===== src/hw/rtl/ppa_pkg.sv =====
// Shared types, constants and the page count function of the page pool allocator.
`default_nettype none

package ppa_pkg;

    localparam int DEF_MAX_PAGES = 64;
    localparam int DEF_PROCS     = 16;
    localparam int SLOTS         = 8;
    localparam int SLOT_W        = 3;
    localparam int CNT_W         = 4;
    localparam int PAGE_W        = 8;
    localparam int TOP_W         = 16;
    localparam int KB_W          = 16;
    localparam int CFG_IDX_W     = 3;
    localparam int CFG_DATA_W    = 16;

    typedef enum logic [2:0] {
        ACT_ADD    = 3'd0,
        ACT_ALLOC  = 3'd1,
        ACT_FREE   = 3'd2,
        ACT_RESIZE = 3'd3,
        ACT_READ   = 3'd4
    } t_action;

    typedef enum logic [1:0] {
        STS_OK       = 2'd0,
        STS_NOMEM    = 2'd1,
        STS_OVERFLOW = 2'd2
    } t_status;

    typedef enum logic [2:0] {
        CFG_PROG_TOP     = 3'd0,
        CFG_LOW_BANK     = 3'd1,
        CFG_INVALID_PAGE = 3'd2,
        CFG_SUPERVISOR   = 3'd3,
        CFG_TOTAL_MEM    = 3'd4
    } t_cfg_index;

    typedef struct packed {
        logic [2:0]        action;
        logic [3:0]        process;
        logic [PAGE_W-1:0] page;
        logic [TOP_W-1:0]  new_top;
        logic [TOP_W-1:0]  old_top;
        logic [SLOT_W-1:0] slot;
    } t_in_item;

    typedef struct packed {
        logic [1:0]        status;
        logic [PAGE_W-1:0] slot_page;
        logic [6:0]        free_count;
        logic [KB_W-1:0]   mem_used_kb;
    } t_out_item;

    typedef enum logic [2:0] {
        S_IDLE,
        S_PREP,
        S_CHECK,
        S_LAST,
        S_ISSUE,
        S_STEP,
        S_RSLOT,
        S_DONE
    } t_state;

    typedef struct packed {
        logic load_in;
        logic prep;
        logic check;
        logic cap_last;
        logic step;
        logic cap_slot;
        logic load_out;
    } t_cmd;

    typedef struct packed {
        logic go_done;
        logic go_read;
        logic go_last;
        logic loop_end;
        logic out_free;
    } t_sts;

    // Number of 8K pages a process needs for a given top address, clamped at zero.
    function automatic logic [CNT_W-1:0] f_pages(
        input logic [TOP_W-1:0] top,
        input logic [TOP_W-1:0] prog_top,
        input logic [2:0]       low_bank
    );
        logic [TOP_W-1:0] v;
        logic [CNT_W:0]   n;
        v = top - prog_top - TOP_W'(1);
        n = (CNT_W+1)'(v[TOP_W-1 -: 3]) + (CNT_W+1)'(1) - (CNT_W+1)'(low_bank);
        f_pages = n[CNT_W] ? '0 : n[CNT_W-1:0];
    endfunction

endpackage

`default_nettype wire


===== src/hw/rtl/ppa_ram.sv =====
// Generic single write port RAM with one registered read port.
`default_nettype none

module ppa_ram #(
    parameter int WIDTH = 8,
    parameter int DEPTH = 64
) (
    input  wire logic                                      i_clk,
    input  wire logic                                      i_we,
    input  wire logic [((DEPTH > 1) ? $clog2(DEPTH) : 1)-1:0] i_waddr,
    input  wire logic [WIDTH-1:0]                          i_wdata,
    input  wire logic [((DEPTH > 1) ? $clog2(DEPTH) : 1)-1:0] i_raddr,
    output logic      [WIDTH-1:0]                          o_rdata
);

    logic [WIDTH-1:0] r_mem [DEPTH];
    logic [WIDTH-1:0] r_rdata;

    always_ff @(posedge i_clk) begin
        if (i_we) begin
            r_mem[i_waddr] <= i_wdata;
        end
        r_rdata <= r_mem[i_raddr];
    end

    assign o_rdata = r_rdata;

endmodule

`default_nettype wire


===== src/hw/rtl/ppa_datapath.sv =====
// Datapath: configuration registers, free page stack, bank table and result register.
`default_nettype none

module ppa_datapath
    import ppa_pkg::*;
#(
    parameter int MAX_PAGES = DEF_MAX_PAGES,
    parameter int PROCS     = DEF_PROCS
) (
    input  wire logic                  i_clk,
    input  wire logic                  i_rst_n,
    input  wire t_cmd                  i_cmd,
    output t_sts                       o_sts,
    input  wire t_in_item              i_in_item,
    input  wire logic                  i_cfg_valid,
    input  wire logic [CFG_IDX_W-1:0]  i_cfg_index,
    input  wire logic [CFG_DATA_W-1:0] i_cfg_data,
    input  wire logic                  i_out_stall,
    output logic                       o_out_valid,
    output t_out_item                  o_out_item
);

    localparam int SAW    = (MAX_PAGES > 1) ? $clog2(MAX_PAGES) : 1;
    localparam int FTW    = $clog2(MAX_PAGES + 1);
    localparam int PW     = (PROCS > 1) ? $clog2(PROCS) : 1;
    localparam int TDEPTH = PROCS * SLOTS;
    localparam int TAW    = (TDEPTH > 1) ? $clog2(TDEPTH) : 1;
    localparam int CW     = (FTW > CNT_W) ? FTW : CNT_W;
    localparam int MW     = ((FTW + 3 > KB_W) ? FTW + 3 : KB_W) + 1;

    // Configuration.
    logic [TOP_W-1:0]  r_prog_top;
    logic [2:0]        r_low_bank;
    logic [PAGE_W-1:0] r_invalid_page;
    logic              r_supervisor;
    logic [KB_W-1:0]   r_total_mem;

    // Item context.
    t_in_item          r_item;
    logic [CNT_W-1:0]  r_want;
    logic [CNT_W-1:0]  r_have;
    logic [CNT_W-1:0]  r_used;
    logic [CNT_W-1:0]  r_idx;
    logic [CNT_W-1:0]  r_end;
    logic [PAGE_W-1:0] r_last;
    logic [1:0]        r_status;
    logic [PAGE_W-1:0] r_slot_page;
    logic [FTW-1:0]    r_free_top;
    logic [TDEPTH-1:0] r_tvld;
    logic              r_tvld_q;
    logic              r_out_valid;
    t_out_item         r_out_item;

    logic [CNT_W-1:0]  n_idx;
    logic [CNT_W-1:0]  n_end;
    logic [PAGE_W-1:0] n_last;
    logic [1:0]        n_status;

    logic              w_proc_ok;
    logic              w_add, w_alloc, w_free, w_resize, w_read;
    logic              w_shrink, w_grow;
    logic              w_alloc_short, w_grow_short;
    logic              w_push_req, w_push_ok, w_pop;
    logic [PAGE_W-1:0] w_push_data;
    logic              w_tbl_we;
    logic [PAGE_W-1:0] w_tbl_wdata;
    logic [TAW-1:0]    w_tbl_waddr;
    logic [TAW-1:0]    w_tbl_raddr;
    logic [SLOT_W-1:0] w_rslot;
    logic [PAGE_W-1:0] w_tbl_rdata;
    logic [PAGE_W-1:0] w_tdata;
    logic [PAGE_W-1:0] w_stk_rdata;
    logic [FTW-1:0]    w_ft_m1;
    logic [PAGE_W-1:0] w_fill;
    logic [MW-1:0]     w_free_kb;
    logic [MW-1:0]     w_total_kb;
    logic [KB_W-1:0]   w_used_kb;

    // Decode of the item in progress; table actions on a process beyond the table do nothing.
    assign w_proc_ok = (32'(r_item.process) < 32'(PROCS));

    always_comb begin
        w_add    = 1'b0;
        w_alloc  = 1'b0;
        w_free   = 1'b0;
        w_resize = 1'b0;
        w_read   = 1'b0;
        case (r_item.action)
            ACT_ADD:    w_add    = 1'b1;
            ACT_ALLOC:  w_alloc  = w_proc_ok;
            ACT_FREE:   w_free   = w_proc_ok;
            ACT_RESIZE: w_resize = w_proc_ok;
            ACT_READ:   w_read   = w_proc_ok;
            default:    ;
        endcase
    end

    assign w_shrink      = (r_want < r_have);
    assign w_grow        = (r_want > r_have);
    assign w_alloc_short = (CW'(r_want) > CW'(r_free_top));
    assign w_grow_short  = (CW'(r_want - r_have) > CW'(r_free_top));

    assign o_sts.go_done  = w_add || !(w_alloc || w_free || w_resize || w_read)
                          || (w_alloc && w_alloc_short)
                          || (w_resize && !w_shrink && !w_grow)
                          || (w_resize && w_grow && w_grow_short);
    assign o_sts.go_read  = w_read;
    assign o_sts.go_last  = w_resize && w_shrink;
    assign o_sts.loop_end = (r_idx == r_end);
    assign o_sts.out_free = !r_out_valid || !i_out_stall;

    // Table read data of an entry never written reads as zero.
    assign w_tdata = r_tvld_q ? w_tbl_rdata : '0;
    assign w_fill  = (r_supervisor || (r_idx == '0)) ? r_invalid_page : r_last;

    always_comb begin
        w_push_req  = 1'b0;
        w_push_data = r_item.page;
        w_pop       = 1'b0;
        w_tbl_we    = 1'b0;
        w_tbl_wdata = w_stk_rdata;
        n_idx       = r_idx;
        n_end       = r_end;
        n_last      = r_last;
        n_status    = r_status;
        if (i_cmd.check) begin
            if (w_add) begin
                w_push_req = 1'b1;
            end else if (w_alloc) begin
                n_idx = '0;
                n_end = r_used;
                if (w_alloc_short) begin
                    n_status = STS_NOMEM;
                end
            end else if (w_free) begin
                n_idx  = '0;
                n_end  = r_used;
                n_last = r_invalid_page;
            end else if (w_resize) begin
                if (w_shrink) begin
                    n_idx = r_want;
                    n_end = r_have;
                end else begin
                    n_idx = r_have;
                    n_end = r_want;
                    if (w_grow && w_grow_short) begin
                        n_status = STS_NOMEM;
                    end
                end
            end
        end else if (i_cmd.cap_last) begin
            n_last = w_tdata;
        end else if (i_cmd.step) begin
            n_idx = r_idx + CNT_W'(1);
            if (w_alloc) begin
                w_tbl_we = 1'b1;
                if (r_idx < r_want) begin
                    w_pop  = 1'b1;
                    n_last = w_stk_rdata;
                end else begin
                    w_tbl_wdata = w_fill;
                    n_last      = w_fill;
                end
            end else if (w_free) begin
                if ((w_tdata != r_invalid_page) && (w_tdata != r_last)) begin
                    n_last      = w_tdata;
                    w_push_req  = 1'b1;
                    w_push_data = w_tdata;
                end
            end else if (w_resize) begin
                w_tbl_we = 1'b1;
                if (w_shrink) begin
                    w_push_req  = 1'b1;
                    w_push_data = w_tdata;
                    w_tbl_wdata = r_last;
                end else begin
                    w_pop = 1'b1;
                end
            end
        end
        // A push onto a full pool drops the page and flags the item.
        if (w_push_req && !w_push_ok) begin
            n_status = STS_OVERFLOW;
        end
    end

    assign w_push_ok = w_push_req && (r_free_top != FTW'(MAX_PAGES));
    assign w_ft_m1   = r_free_top - FTW'(1);

    assign w_rslot     = (r_item.action == ACT_READ) ? r_item.slot
                       : (i_cmd.check ? (SLOT_W'(SLOTS - 1) - r_low_bank)
                                      : r_idx[SLOT_W-1:0]);
    assign w_tbl_raddr = TAW'({PW'(r_item.process), w_rslot});
    assign w_tbl_waddr = TAW'({PW'(r_item.process), r_idx[SLOT_W-1:0]});

    ppa_ram #(
        .WIDTH (PAGE_W),
        .DEPTH (MAX_PAGES)
    ) u_stack (
        .i_clk   (i_clk),
        .i_we    (w_push_ok),
        .i_waddr (r_free_top[SAW-1:0]),
        .i_wdata (w_push_data),
        .i_raddr (w_ft_m1[SAW-1:0]),
        .o_rdata (w_stk_rdata)
    );

    ppa_ram #(
        .WIDTH (PAGE_W),
        .DEPTH (TDEPTH)
    ) u_table (
        .i_clk   (i_clk),
        .i_we    (w_tbl_we),
        .i_waddr (w_tbl_waddr),
        .i_wdata (w_tbl_wdata),
        .i_raddr (w_tbl_raddr),
        .o_rdata (w_tbl_rdata)
    );

    // Memory in use for the result.
    assign w_free_kb  = MW'(r_free_top) << 3;
    assign w_total_kb = MW'(r_total_mem);
    assign w_used_kb  = (w_free_kb >= w_total_kb) ? '0 : KB_W'(w_total_kb - w_free_kb);

    always_ff @(posedge i_clk) begin
        if (!i_rst_n) begin
            r_prog_top     <= 16'hE000;
            r_low_bank     <= '0;
            r_invalid_page <= 8'hFF;
            r_supervisor   <= 1'b0;
            r_total_mem    <= 16'd512;
            r_free_top     <= '0;
            r_tvld         <= '0;
            r_out_valid    <= 1'b0;
        end else begin
            if (i_cfg_valid) begin
                case (i_cfg_index)
                    CFG_PROG_TOP:     r_prog_top     <= i_cfg_data;
                    CFG_LOW_BANK:     r_low_bank     <= i_cfg_data[2:0];
                    CFG_INVALID_PAGE: r_invalid_page <= i_cfg_data[PAGE_W-1:0];
                    CFG_SUPERVISOR:   r_supervisor   <= i_cfg_data[0];
                    CFG_TOTAL_MEM:    r_total_mem    <= i_cfg_data;
                    default:          ;
                endcase
            end
            if (w_push_ok) begin
                r_free_top <= r_free_top + FTW'(1);
            end else if (w_pop) begin
                r_free_top <= w_ft_m1;
            end
            if (w_tbl_we) begin
                r_tvld[w_tbl_waddr] <= 1'b1;
            end
            if (i_cmd.load_out) begin
                r_out_valid <= 1'b1;
            end else if (!i_out_stall) begin
                r_out_valid <= 1'b0;
            end
        end
    end

    always_ff @(posedge i_clk) begin
        r_tvld_q <= r_tvld[w_tbl_raddr];
        r_idx    <= n_idx;
        r_end    <= n_end;
        r_last   <= n_last;
        if (i_cmd.load_in) begin
            r_item      <= i_in_item;
            r_status    <= STS_OK;
            r_slot_page <= '0;
        end else begin
            r_status    <= n_status;
        end
        if (i_cmd.prep) begin
            r_want <= f_pages(r_item.new_top, r_prog_top, r_low_bank);
            r_have <= f_pages(r_item.old_top, r_prog_top, r_low_bank);
            r_used <= CNT_W'(SLOTS) - CNT_W'(r_low_bank);
        end
        if (i_cmd.cap_slot) begin
            r_slot_page <= w_tdata;
        end
        if (i_cmd.load_out) begin
            r_out_item.status      <= r_status;
            r_out_item.slot_page   <= r_slot_page;
            r_out_item.free_count  <= 7'(r_free_top);
            r_out_item.mem_used_kb <= w_used_kb;
        end
    end

    assign o_out_valid = r_out_valid;
    assign o_out_item  = r_out_item;

endmodule

`default_nettype wire


===== src/hw/rtl/ppa_ctrl.sv =====
// Controller: sequences one item through decode, the slot walk and the result register.
`default_nettype none

module ppa_ctrl
    import ppa_pkg::*;
(
    input  wire logic i_clk,
    input  wire logic i_rst_n,
    input  wire logic i_in_valid,
    output logic      o_in_stall,
    input  wire t_sts i_sts,
    output t_cmd      o_cmd
);

    t_state r_state;
    t_state n_state;

    always_ff @(posedge i_clk) begin
        if (!i_rst_n) begin
            r_state <= S_IDLE;
        end else begin
            r_state <= n_state;
        end
    end

    always_comb begin
        n_state = r_state;
        unique case (r_state)
            S_IDLE: begin
                if (i_in_valid) begin
                    n_state = S_PREP;
                end
            end
            S_PREP:  n_state = S_CHECK;
            S_CHECK: begin
                if (i_sts.go_done) begin
                    n_state = S_DONE;
                end else if (i_sts.go_read) begin
                    n_state = S_RSLOT;
                end else if (i_sts.go_last) begin
                    n_state = S_LAST;
                end else begin
                    n_state = S_ISSUE;
                end
            end
            S_LAST:  n_state = S_ISSUE;
            S_ISSUE: n_state = i_sts.loop_end ? S_DONE : S_STEP;
            S_STEP:  n_state = S_ISSUE;
            S_RSLOT: n_state = S_DONE;
            S_DONE: begin
                if (i_sts.out_free) begin
                    n_state = S_IDLE;
                end
            end
            default: n_state = S_IDLE;
        endcase
    end

    always_comb begin
        o_cmd      = '0;
        o_in_stall = 1'b1;
        unique case (r_state)
            S_IDLE: begin
                o_in_stall    = 1'b0;
                o_cmd.load_in = i_in_valid;
            end
            S_PREP:  o_cmd.prep     = 1'b1;
            S_CHECK: o_cmd.check    = 1'b1;
            S_LAST:  o_cmd.cap_last = 1'b1;
            S_ISSUE: ;
            S_STEP:  o_cmd.step     = 1'b1;
            S_RSLOT: o_cmd.cap_slot = 1'b1;
            S_DONE:  o_cmd.load_out = i_sts.out_free;
            default: ;
        endcase
    end

endmodule

`default_nettype wire


===== src/hw/rtl/page_pool_allocator_unit.sv =====
// Top level of the page pool allocator: free page stack plus per-process bank table.
//
// Input channel (i_in_valid / o_in_stall / i_in_item) takes one action item at a time:
// add page, allocate, free, resize or read slot. Output channel (o_out_valid /
// i_out_stall / o_out_item) returns exactly one result item per action, with the
// status, the slot page, the free count and the memory in use.
// Configuration registers are written over i_cfg_valid / o_cfg_ready; the user must
// write them only while idle, which the block does not enforce; the port is always ready.
// Each accepted item passes the prep and check states; add and rejected actions
// then go to done, read slot passes the slot read state first, and allocate, free
// and resize walk the slots through alternating issue and step states, a shrink
// first capturing the last page. The issue state covers the registered read of the
// table and stack memories. The next item is accepted in the cycle after the
// previous result is loaded into the output register.
// If the receiver stalls, the result holds in the output register; the block still
// accepts and works on the next item and waits only when that result is ready.
// Reset (synchronous, active low) empties the pool, clears the bank table through
// per-entry valid bits and restores the register defaults; no clearing pass is needed.
`default_nettype none

module page_pool_allocator_unit
    import ppa_pkg::*;
#(
    parameter int MAX_PAGES = DEF_MAX_PAGES,
    parameter int PROCS     = DEF_PROCS
) (
    input  wire logic                  i_clk,
    input  wire logic                  i_rst_n,
    input  wire logic                  i_in_valid,
    output logic                       o_in_stall,
    input  wire t_in_item              i_in_item,
    output logic                       o_out_valid,
    input  wire logic                  i_out_stall,
    output t_out_item                  o_out_item,
    input  wire logic                  i_cfg_valid,
    output logic                       o_cfg_ready,
    input  wire logic [CFG_IDX_W-1:0]  i_cfg_index,
    input  wire logic [CFG_DATA_W-1:0] i_cfg_data
);

    t_cmd w_cmd;
    t_sts w_sts;

    assign o_cfg_ready = 1'b1;

    ppa_ctrl u_ctrl (
        .i_clk      (i_clk),
        .i_rst_n    (i_rst_n),
        .i_in_valid (i_in_valid),
        .o_in_stall (o_in_stall),
        .i_sts      (w_sts),
        .o_cmd      (w_cmd)
    );

    ppa_datapath #(
        .MAX_PAGES (MAX_PAGES),
        .PROCS     (PROCS)
    ) u_dp (
        .i_clk       (i_clk),
        .i_rst_n     (i_rst_n),
        .i_cmd       (w_cmd),
        .o_sts       (w_sts),
        .i_in_item   (i_in_item),
        .i_cfg_valid (i_cfg_valid && o_cfg_ready),
        .i_cfg_index (i_cfg_index),
        .i_cfg_data  (i_cfg_data),
        .i_out_stall (i_out_stall),
        .o_out_valid (o_out_valid),
        .o_out_item  (o_out_item)
    );

    // Only one item is in progress at a time.
    a_one_item: assert property (@(posedge i_clk) disable iff (!i_rst_n)
        (i_in_valid && !o_in_stall) |=> o_in_stall)
        else $error("second item accepted while one is in progress");

    // A result appears only through a load from the sequencer.
    a_out_from_load: assert property (@(posedge i_clk) disable iff (!i_rst_n)
        $rose(o_out_valid) |-> $past(w_cmd.load_out))
        else $error("result valid without a load");

    // A pending result is never overwritten.
    a_no_overwrite: assert property (@(posedge i_clk) disable iff (!i_rst_n)
        w_cmd.load_out |-> (!o_out_valid || !i_out_stall))
        else $error("result register overwritten while stalled");

    // The slot walk never steps past its end.
    a_walk_bound: assert property (@(posedge i_clk) disable iff (!i_rst_n)
        w_cmd.step |-> !w_sts.loop_end)
        else $error("slot walk stepped past its end");

endmodule

`default_nettype wire

===== config.mk =====
export PLATFORM = sky130hd
export DESIGN_NAME = page_pool_allocator_unit
export DESIGN_NICKNAME = d
export VERILOG_FILES = /design/src/hw/rtl/ppa_pkg.sv /design/src/hw/rtl/ppa_ram.sv /design/src/hw/rtl/ppa_datapath.sv /design/src/hw/rtl/ppa_ctrl.sv /design/src/hw/rtl/page_pool_allocator_unit.sv
export SDC_FILE = /design/constraint.sdc
export NUM_CORES = 2
export LEC_CHECK = 0
export BUFFER_PORTS_ARGS = -buffer_cell sky130_fd_sc_hd__buf_2
export CAP_MARGIN = 30
export CORE_MARGIN = 2
export CORE_UTILIZATION = 63
export DETAILED_ROUTE_END_ITERATION = 12
export PLACE_DENSITY = 0.77
export SETUP_SLACK_MARGIN = 0.4
export SYNTH_ARGS = -nofsm -noshare
export SYNTH_HDL_FRONTEND = slang
export SYNTH_SLANG_ARGS = --single-unit

===== constraint.sdc =====
create_clock -name i_clk -period 7.5 [get_ports i_clk]
set_input_delay 1.5 -clock i_clk [delete_from_list [all_inputs] [get_ports i_clk]]
set_output_delay 1.5 -clock i_clk [all_outputs]
set_load 0.02 [all_outputs]

---- After elaboration in Yosys (flattened, before gate mapping) ----
Memories as Yosys holds them, arrays and structs flattened. A register that Yosys moved wholly into a read port is not among the register bits.
Index checks and enable logic that the tools add are counted.
operators by class
  mux-type cells .......................... 107
  equal/unequal tests ..................... 34
  $lt $le $gt $ge ......................... 9
  bitwise logic cells ..................... 2
  add/subtract/negate cells ............... 15
  reductions and logical operators ........ 55
operators with widths
  operator                                                    number
  2-to-1 mux 8 bit                                            29
  bitwise OR 128 bit                                          1
  2-to-1 mux 4 bit                                            12
  2-to-1 mux 1 bit                                            44
  subtractor 16 x 1 -> 16 bit, second input constant          2
  subtractor 16 bit                                           2
  2-to-1 mux 3 bit                                            7
  one-hot mux 3 bit (7 select lines)                          1
  2-to-1 mux 2 bit                                            10
  equality test 3 x 2 -> 1 bit, second input constant         6
  equality test 3 bit, second input constant                  6
  >= comparator 10 x 16 -> 1 bit                              1
  less-than comparator 7 x 8 -> 1 bit, second input constant  2
  != test 8 bit                                               2
  subtractor 16 x 10 -> 16 bit                                1
  nonzero test 3 bit                                          5
  2-to-1 mux 7 bit                                            2
  AND reduction 7 bit                                         2
  != test 2 bit, second input constant                        6
  AND reduction 2 bit                                         6
  nonzero test 2 bit                                          6
  logical AND 1 bit                                           11
  != test 2 x 1 -> 1 bit, second input constant               5
  subtractor 5 x 3 -> 5 bit                                   2
  30 further kinds                                            51
storage, ports and cells
  memories kept ........................... 2
  register bits ........................... 305
  input bits .............................. 74
  word-level logic and storage cells ...... 253
  RAM bits ................................ 1536
  output and inout port bits .............. 36
memory list
  memory              words  bits a word  rd ports  clocked after memory_dff  write ports  line           text
  u_dp.u_table.r_mem  128    8            1         1                         1            ppa_ram.sv:16  logic [WIDTH-1:0] r_mem [DEPTH];
  u_dp.u_stack.r_mem  64     8            1         1                         1            ppa_ram.sv:16

---- Longest topological paths before layout ----
  depth after elaboration ................. 14
  gate-level depth with buffers ........... 18
  depth with buffers taken out ............ 18

---- Hierarchy ----
A second synthesis with hierarchy kept.
unflattened totals
  cell total of the unflattened synthesis .. 4206
  area, all modules ....................... 74911.8 µm²
modules (own cells, without submodules)
  module                    area an instance (µm²)  cells each  instances  seq. area each (µm²)
  ppa_ram at u_dp.u_table   39665.5                 1635        1          30909.6
  ppa_ram at u_dp.u_stack   20190.6                 972         1          15534.9
  ppa_datapath              14805.4                 1564        1          7236.9
  ppa_ctrl                  239.0                   33          1          60.1
  page_pool_allocator_unit  11.3                    2           1          0.0

---- Worst setup path before layout ----
No wires, ideal clock.
  kind .................................... register -> register
  from .................................... register u_dp.r_want[1]
  to ...................................... memory u_dp.u_table.r_mem[0][4] (data pin)
  library setup time ...................... 0.889 ns
  clock period less this slack ............ 6.617 ns
  buffers on the path ..................... 1
  required time ........................... 6.611 ns
  setup slack ............................. 0.883 ns
  data arrival time ....................... 5.727 ns
  stages on the path, launching flop included .. 12
  cell sequence ........................... edfxtp_1 -> ha_1 -> nor2b_1 -> o21ai_0 -> a21oi_1 -> nor2_1 -> buf_1 -> nand3_1 -> inv_1 -> o21a_1 -> nor2_1 -> a21oi_1
between the ends
  word-level cells in the longest chain between the ends .. 8
  elaborated cells on any way between the ends .. 10
  classes of those cells .................. order compare: 2; mux: 8
ends and longest elaborated chain
  item                               line                 text
  from (decl)                        ppa_datapath.sv:40   logic [CNT_W-1:0] r_want;
  from (signal assigned)             ppa_datapath.sv:275  r_want <= f_pages(r_item.new_top, r_prog_top, r_low_bank);
  less-than comparator 4 bit         ppa_datapath.sv:98   assign w_shrink = (r_want < r_have);
  2-to-1 mux 8 bit                   ppa_datapath.sv:172  if (w_shrink) begin
  2-to-1 mux 8 bit                   ppa_datapath.sv:170  end else if (w_resize) begin
  2-to-1 mux 8 bit                   ppa_datapath.sv:164  end else if (w_free) begin
  2-to-1 mux 8 bit *                 ppa_datapath.sv:155  if (w_alloc) begin
  2-to-1 mux 8 bit *                 ppa_datapath.sv:153  end else if (i_cmd.step) begin
  2-to-1 mux 8 bit *                 ppa_datapath.sv:151  end else if (i_cmd.cap_last) begin
  2-to-1 mux 8 bit *                 ppa_datapath.sv:126  if (i_cmd.check) begin
  named net u_dp.u_table.i_wdata[4]  ppa_ram.sv:11        input wire logic [WIDTH-1:0] i_wdata,
  to (decl)                          ppa_ram.sv:16
Mark *: on every way through the listed nets, which the timed path passes. The rest lies on a longest branch.

---- Final worst setup path ----
  from .................................... register u_dp.r_want[1]
  to ...................................... memory u_dp.u_stack.r_mem[33][6] (enable)
between the ends
  word-level cells in the longest chain between the ends .. 11
ends and longest elaborated chain
  item                                    line                 text
  less-than comparator 4 bit              ppa_datapath.sv:98
  2-to-1 mux 1 bit                        ppa_datapath.sv:172
  2-to-1 mux 1 bit                        ppa_datapath.sv:170
  2-to-1 mux 1 bit                        ppa_datapath.sv:164
  2-to-1 mux 1 bit                        ppa_datapath.sv:155
  2-to-1 mux 1 bit                        ppa_datapath.sv:153
  2-to-1 mux 1 bit                        ppa_datapath.sv:151
  2-to-1 mux 1 bit                        ppa_datapath.sv:126
  logical AND 1 bit                       ppa_datapath.sv:187  assign w_push_ok = w_push_req && (r_free_top != FTW'(MAX_PAGES));
  2-to-1 mux 1 bit                        ppa_ram.sv:20        if (i_we) begin
  2-to-1 mux 1 bit (implied by the code)  ppa_ram.sv:21        r_mem[i_waddr] <= i_wdata;
  to (decl)                               ppa_ram.sv:16
No other way between the ends.

==> flow_summary.json <==
{
  "finalClockSkew_ps": 32.69,
  "start_util_pct": 63.40,
  "cts_num_sinks": 1857,
  "r2r.worst_path.cells": 11,
  "whs_ps": 424.7,
  "num_vias": 47596,
  "nNetsFinal": 5773,
  "port_buffers": 108,
  "syn_inst": 5548,
  "place_ws_ps": 2547,
  "grt_use_total_pct": 31.04,
  "drive_gt1_share_pct": 11.34,
  "fmax_mhz": 194.1,
  "h-tree-depth": 4,
  "end_kind": "flop",
  "stdcell_count": 7322,
  "postSynthAreaPerCell_um2": 13.48,
  "clockBufferDepth": 3,
  "hold_viol": 0,
  "synth-edff-count": 1655,
  "ys_ff_latch": 1857,
  "r2r_end": "u_dp.u_stack.r_mem[33][6]",
  "cts.root.buffer_cell": "clkbuf_16",
  "yosys.cell_types.count": 68,
  "n_fill_cell": 7507,
  "dieHeight_um": 348.5,
  "drv_slew": 0,
  "timing.final.crit_period_ps": 5153,
  "ys_async_sr_fraction_pct": 0,
  "finalSetupViolCount": 0,
  "die_area_um2": 121400,
  "grt_max_degree": 168,
  "drt_iter0_drc": 7152,
  "cts_tree": "yes",
  "yosysSeqAreaShare_pct": 71.88,
  "grt_pass1_wl_um": 281900,
  "dp_hpwl_um": 109500,
  "cts_made_buffers": 178,
  "startpoint": "u_dp.r_want[1]",
  "insertion_delay_ps": 830,
  "yosys.area.top_type": "edfxtp_1",
  "ant_nets": 0,
  "die_w_um": 348.5,
  "critPathMaxFanout": 13,
  "endpoint": "u_dp.u_stack.r_mem[33][6]",
  "rows": 126,
  "core-area_um2": 117900,
  "leakagePower_nw": 27.72,
  "cts_resized": 0,
  "synth_top_area_share_pct": 66.47,
  "syn_nets": 5695,
  "path_class": "flop to flop",
  "start_kind": "flop",
  "drtPass1Iterations": 7,
  "setup_ws_ps": 2347,
  "yosys_most_used_dff": "edfxtp_1",
  "fin_crit_sh_pct": 68.70,
  "rsz0062_at_grt": "no",
  "overflow": 0,
  "required_ps": 7960,
  "antenna_found_initial": 5,
  "fin_setup_tns_ps": 0,
  "status": "finished clean",
  "maxSlewHeadroom_pct": 27.45,
  "arrival_ps": 5610,
  "ios": 110,
  "power.density_nw_per_um2": 296.6,
  "timing.rr.start": "u_dp.r_want[1]",
  "worstMarginPinSlew_ps": 1087,
  "netlist_top_cells_area": "edfxtp_1 66%, nand2_1 5.9%, dfxtp_1 5.4%",
  "synth.yosys.warnings": 0,
  "grt_pass1_vias": 45353,
  "peakVddDrop_v": 0.0002569,
  "reg2reg_setup_slack_ps": 2350,
  "postCtsSetupRepairBufs": 0,
  "cts_hold_buffers": 0,
  "syn_area_um2": 74760,
  "viasPerCell": 6.500,
  "clk_pin_slew_worst_paths_ps": 60,
  "routed_wl_um": 189000,
  "dp_cells": 6972,
  "wl_per_cell_um": 25.81,
  "place.gp.congestion": 0.9066,
  "area_growth_pct": 11.03,
  "max_cap_viol_count": 0,
  "hp-class": "flop to flop",
  "drc": 0
}
-- worst min-delay path by stage --
stage,from,end,cells after the start
6_report,u_dp.r_slot_page[5],u_dp.o_out_item[28],0
5_1_grt,u_dp.r_slot_page[6],u_dp.o_out_item[29],0
4_1_cts,u_dp.r_slot_page[7],u_dp.o_out_item[30],0
3_5_place_dp,u_dp.r_slot_page[7],u_dp.o_out_item[30],0
3_3_place_gp,u_dp.r_slot_page[7],u_dp.o_out_item[30],0
2_1_floorplan,u_dp.r_slot_page[0],u_dp.o_out_item[23],0
-- cells in the final DEF, fill, tap and decap left out, types with 76 or more instances in the layout --
cell,n
a21oi_1,120
a31oi_1,123
a32oi_1,76
buf_2,108
buf_4,88
clkbuf_16,180
dfxtp_1,201
edfxtp_1,1655
mux2i_1,128
mux4_2,128
nand2_1,1168
nand3_1,402
nand4_1,123
nor2_1,537
-- power breakdown --
part | switching [W] | internal [W] | leakage (nW)
registers | 0.000187 | 0.0119 | 16.5
logic | 0.00263 | 0.000965 | 8.35
clock network | 0.00389 | 0.00500 | 2.82
-- flip-flops by register name (all words and copies together), names as in the netlist, 7 cells and up --
name	flops
u_dp.u_table.r_mem	1024
u_dp.u_stack.r_mem	512
u_dp.r_tvld	128
u_dp.r_item	50
u_dp.o_out_item	33
u_dp.r_prog_top	16
u_dp.r_total_mem	16
u_dp.r_invalid_page	8
u_dp.r_last	8
u_dp.r_slot_page	8
u_dp.u_stack.o_rdata	8
u_dp.u_table.o_rdata	8
u_dp.r_free_top	7
-- cell families after synthesis --
logic type               after synthesis  synth area share, %
AND/OR/NAND/NOR                     2391                13.63
XOR/XNOR                              44               0.5155
AO/OA/AOI/OAI                        540                4.800
other                                  1             0.005016
adder cells (fa/ha/maj)               73                1.262
flip-flops                          1857                71.88
buffers and inverters                384                2.299
multiplexers                         258                5.600
-- critical path: stages (launching register included) --
cell      delay [ps]
edfxtp_1         490
ha_1             330
nor2b_1          130
o21ai_0          240
a21oi_1          130
nor2_1           780
a41oi_1          230
a21oi_1          280
buf_4            250
and2_1           360
nand4_1          740
nor2_1           840
-- layout make-up --
cell class              instances  area (um^2)  share of cell area, %
clock inverters                81        863.3                  1.040
well taps                    1536         1922                  2.315
clock buffers                 257         4933                  5.943
flip-flops and latches       1857        53750                  64.75
repair buffers                226         1752                  2.110
inverters                      56        215.2                 0.2593
multi-input cells            3307        19570                  23.58
diodes                          2        5.005               0.006029
-- per-layer routing --
metal | track usage, % | wire length (um) | vias to the layer above
met5 | 0 | 23 | -
met4 | 12.44 | 7484 | 4
met3 | 6.470 | 21960 | 492
met2 | 48.03 | 88650 | 3059
met1 | 43.74 | 70870 | 23360
li1 | - | - | 20681
-- cell usage after synthesis, types with 12 or more instances --
library cell	instances
xor2_1	22
ha_1	69
nand4_1	123
mux2i_1	128
inv_1	53
xnor2_1	22
nand2b_1	12
buf_1	22
a21o_1	14
buf_2	96
o22ai_1	17
mux4_2	128
o21ai_0	59
a32oi_1	76
nand2_1	1169
edfxtp_1	1655
nand3_1	402
nor3_1	32
dfxtp_1	202
a31oi_1	123
buf_4	32
clkbuf_1	173
a211oi_1	64
nor2_1	538
nor2b_1	55
a21oi_1	126
-- stage by stage --
stage | util (%) | power [W] | cell area, um^2
4_1_cts | 70.27 | 0.02457 | 82860
3_5_place_dp | 65.35 | 0.01582 | 77070
6_report | 70.39 | 0.02462 | 83010
3_3_place_gp | 65.09 | 0.01570 | 76760
2_1_floorplan | - | 0.01462 | 74760
5_1_grt | 70.39 | 0.02532 | 83010
No activity file was read; power rests on OpenSTA's default activity.
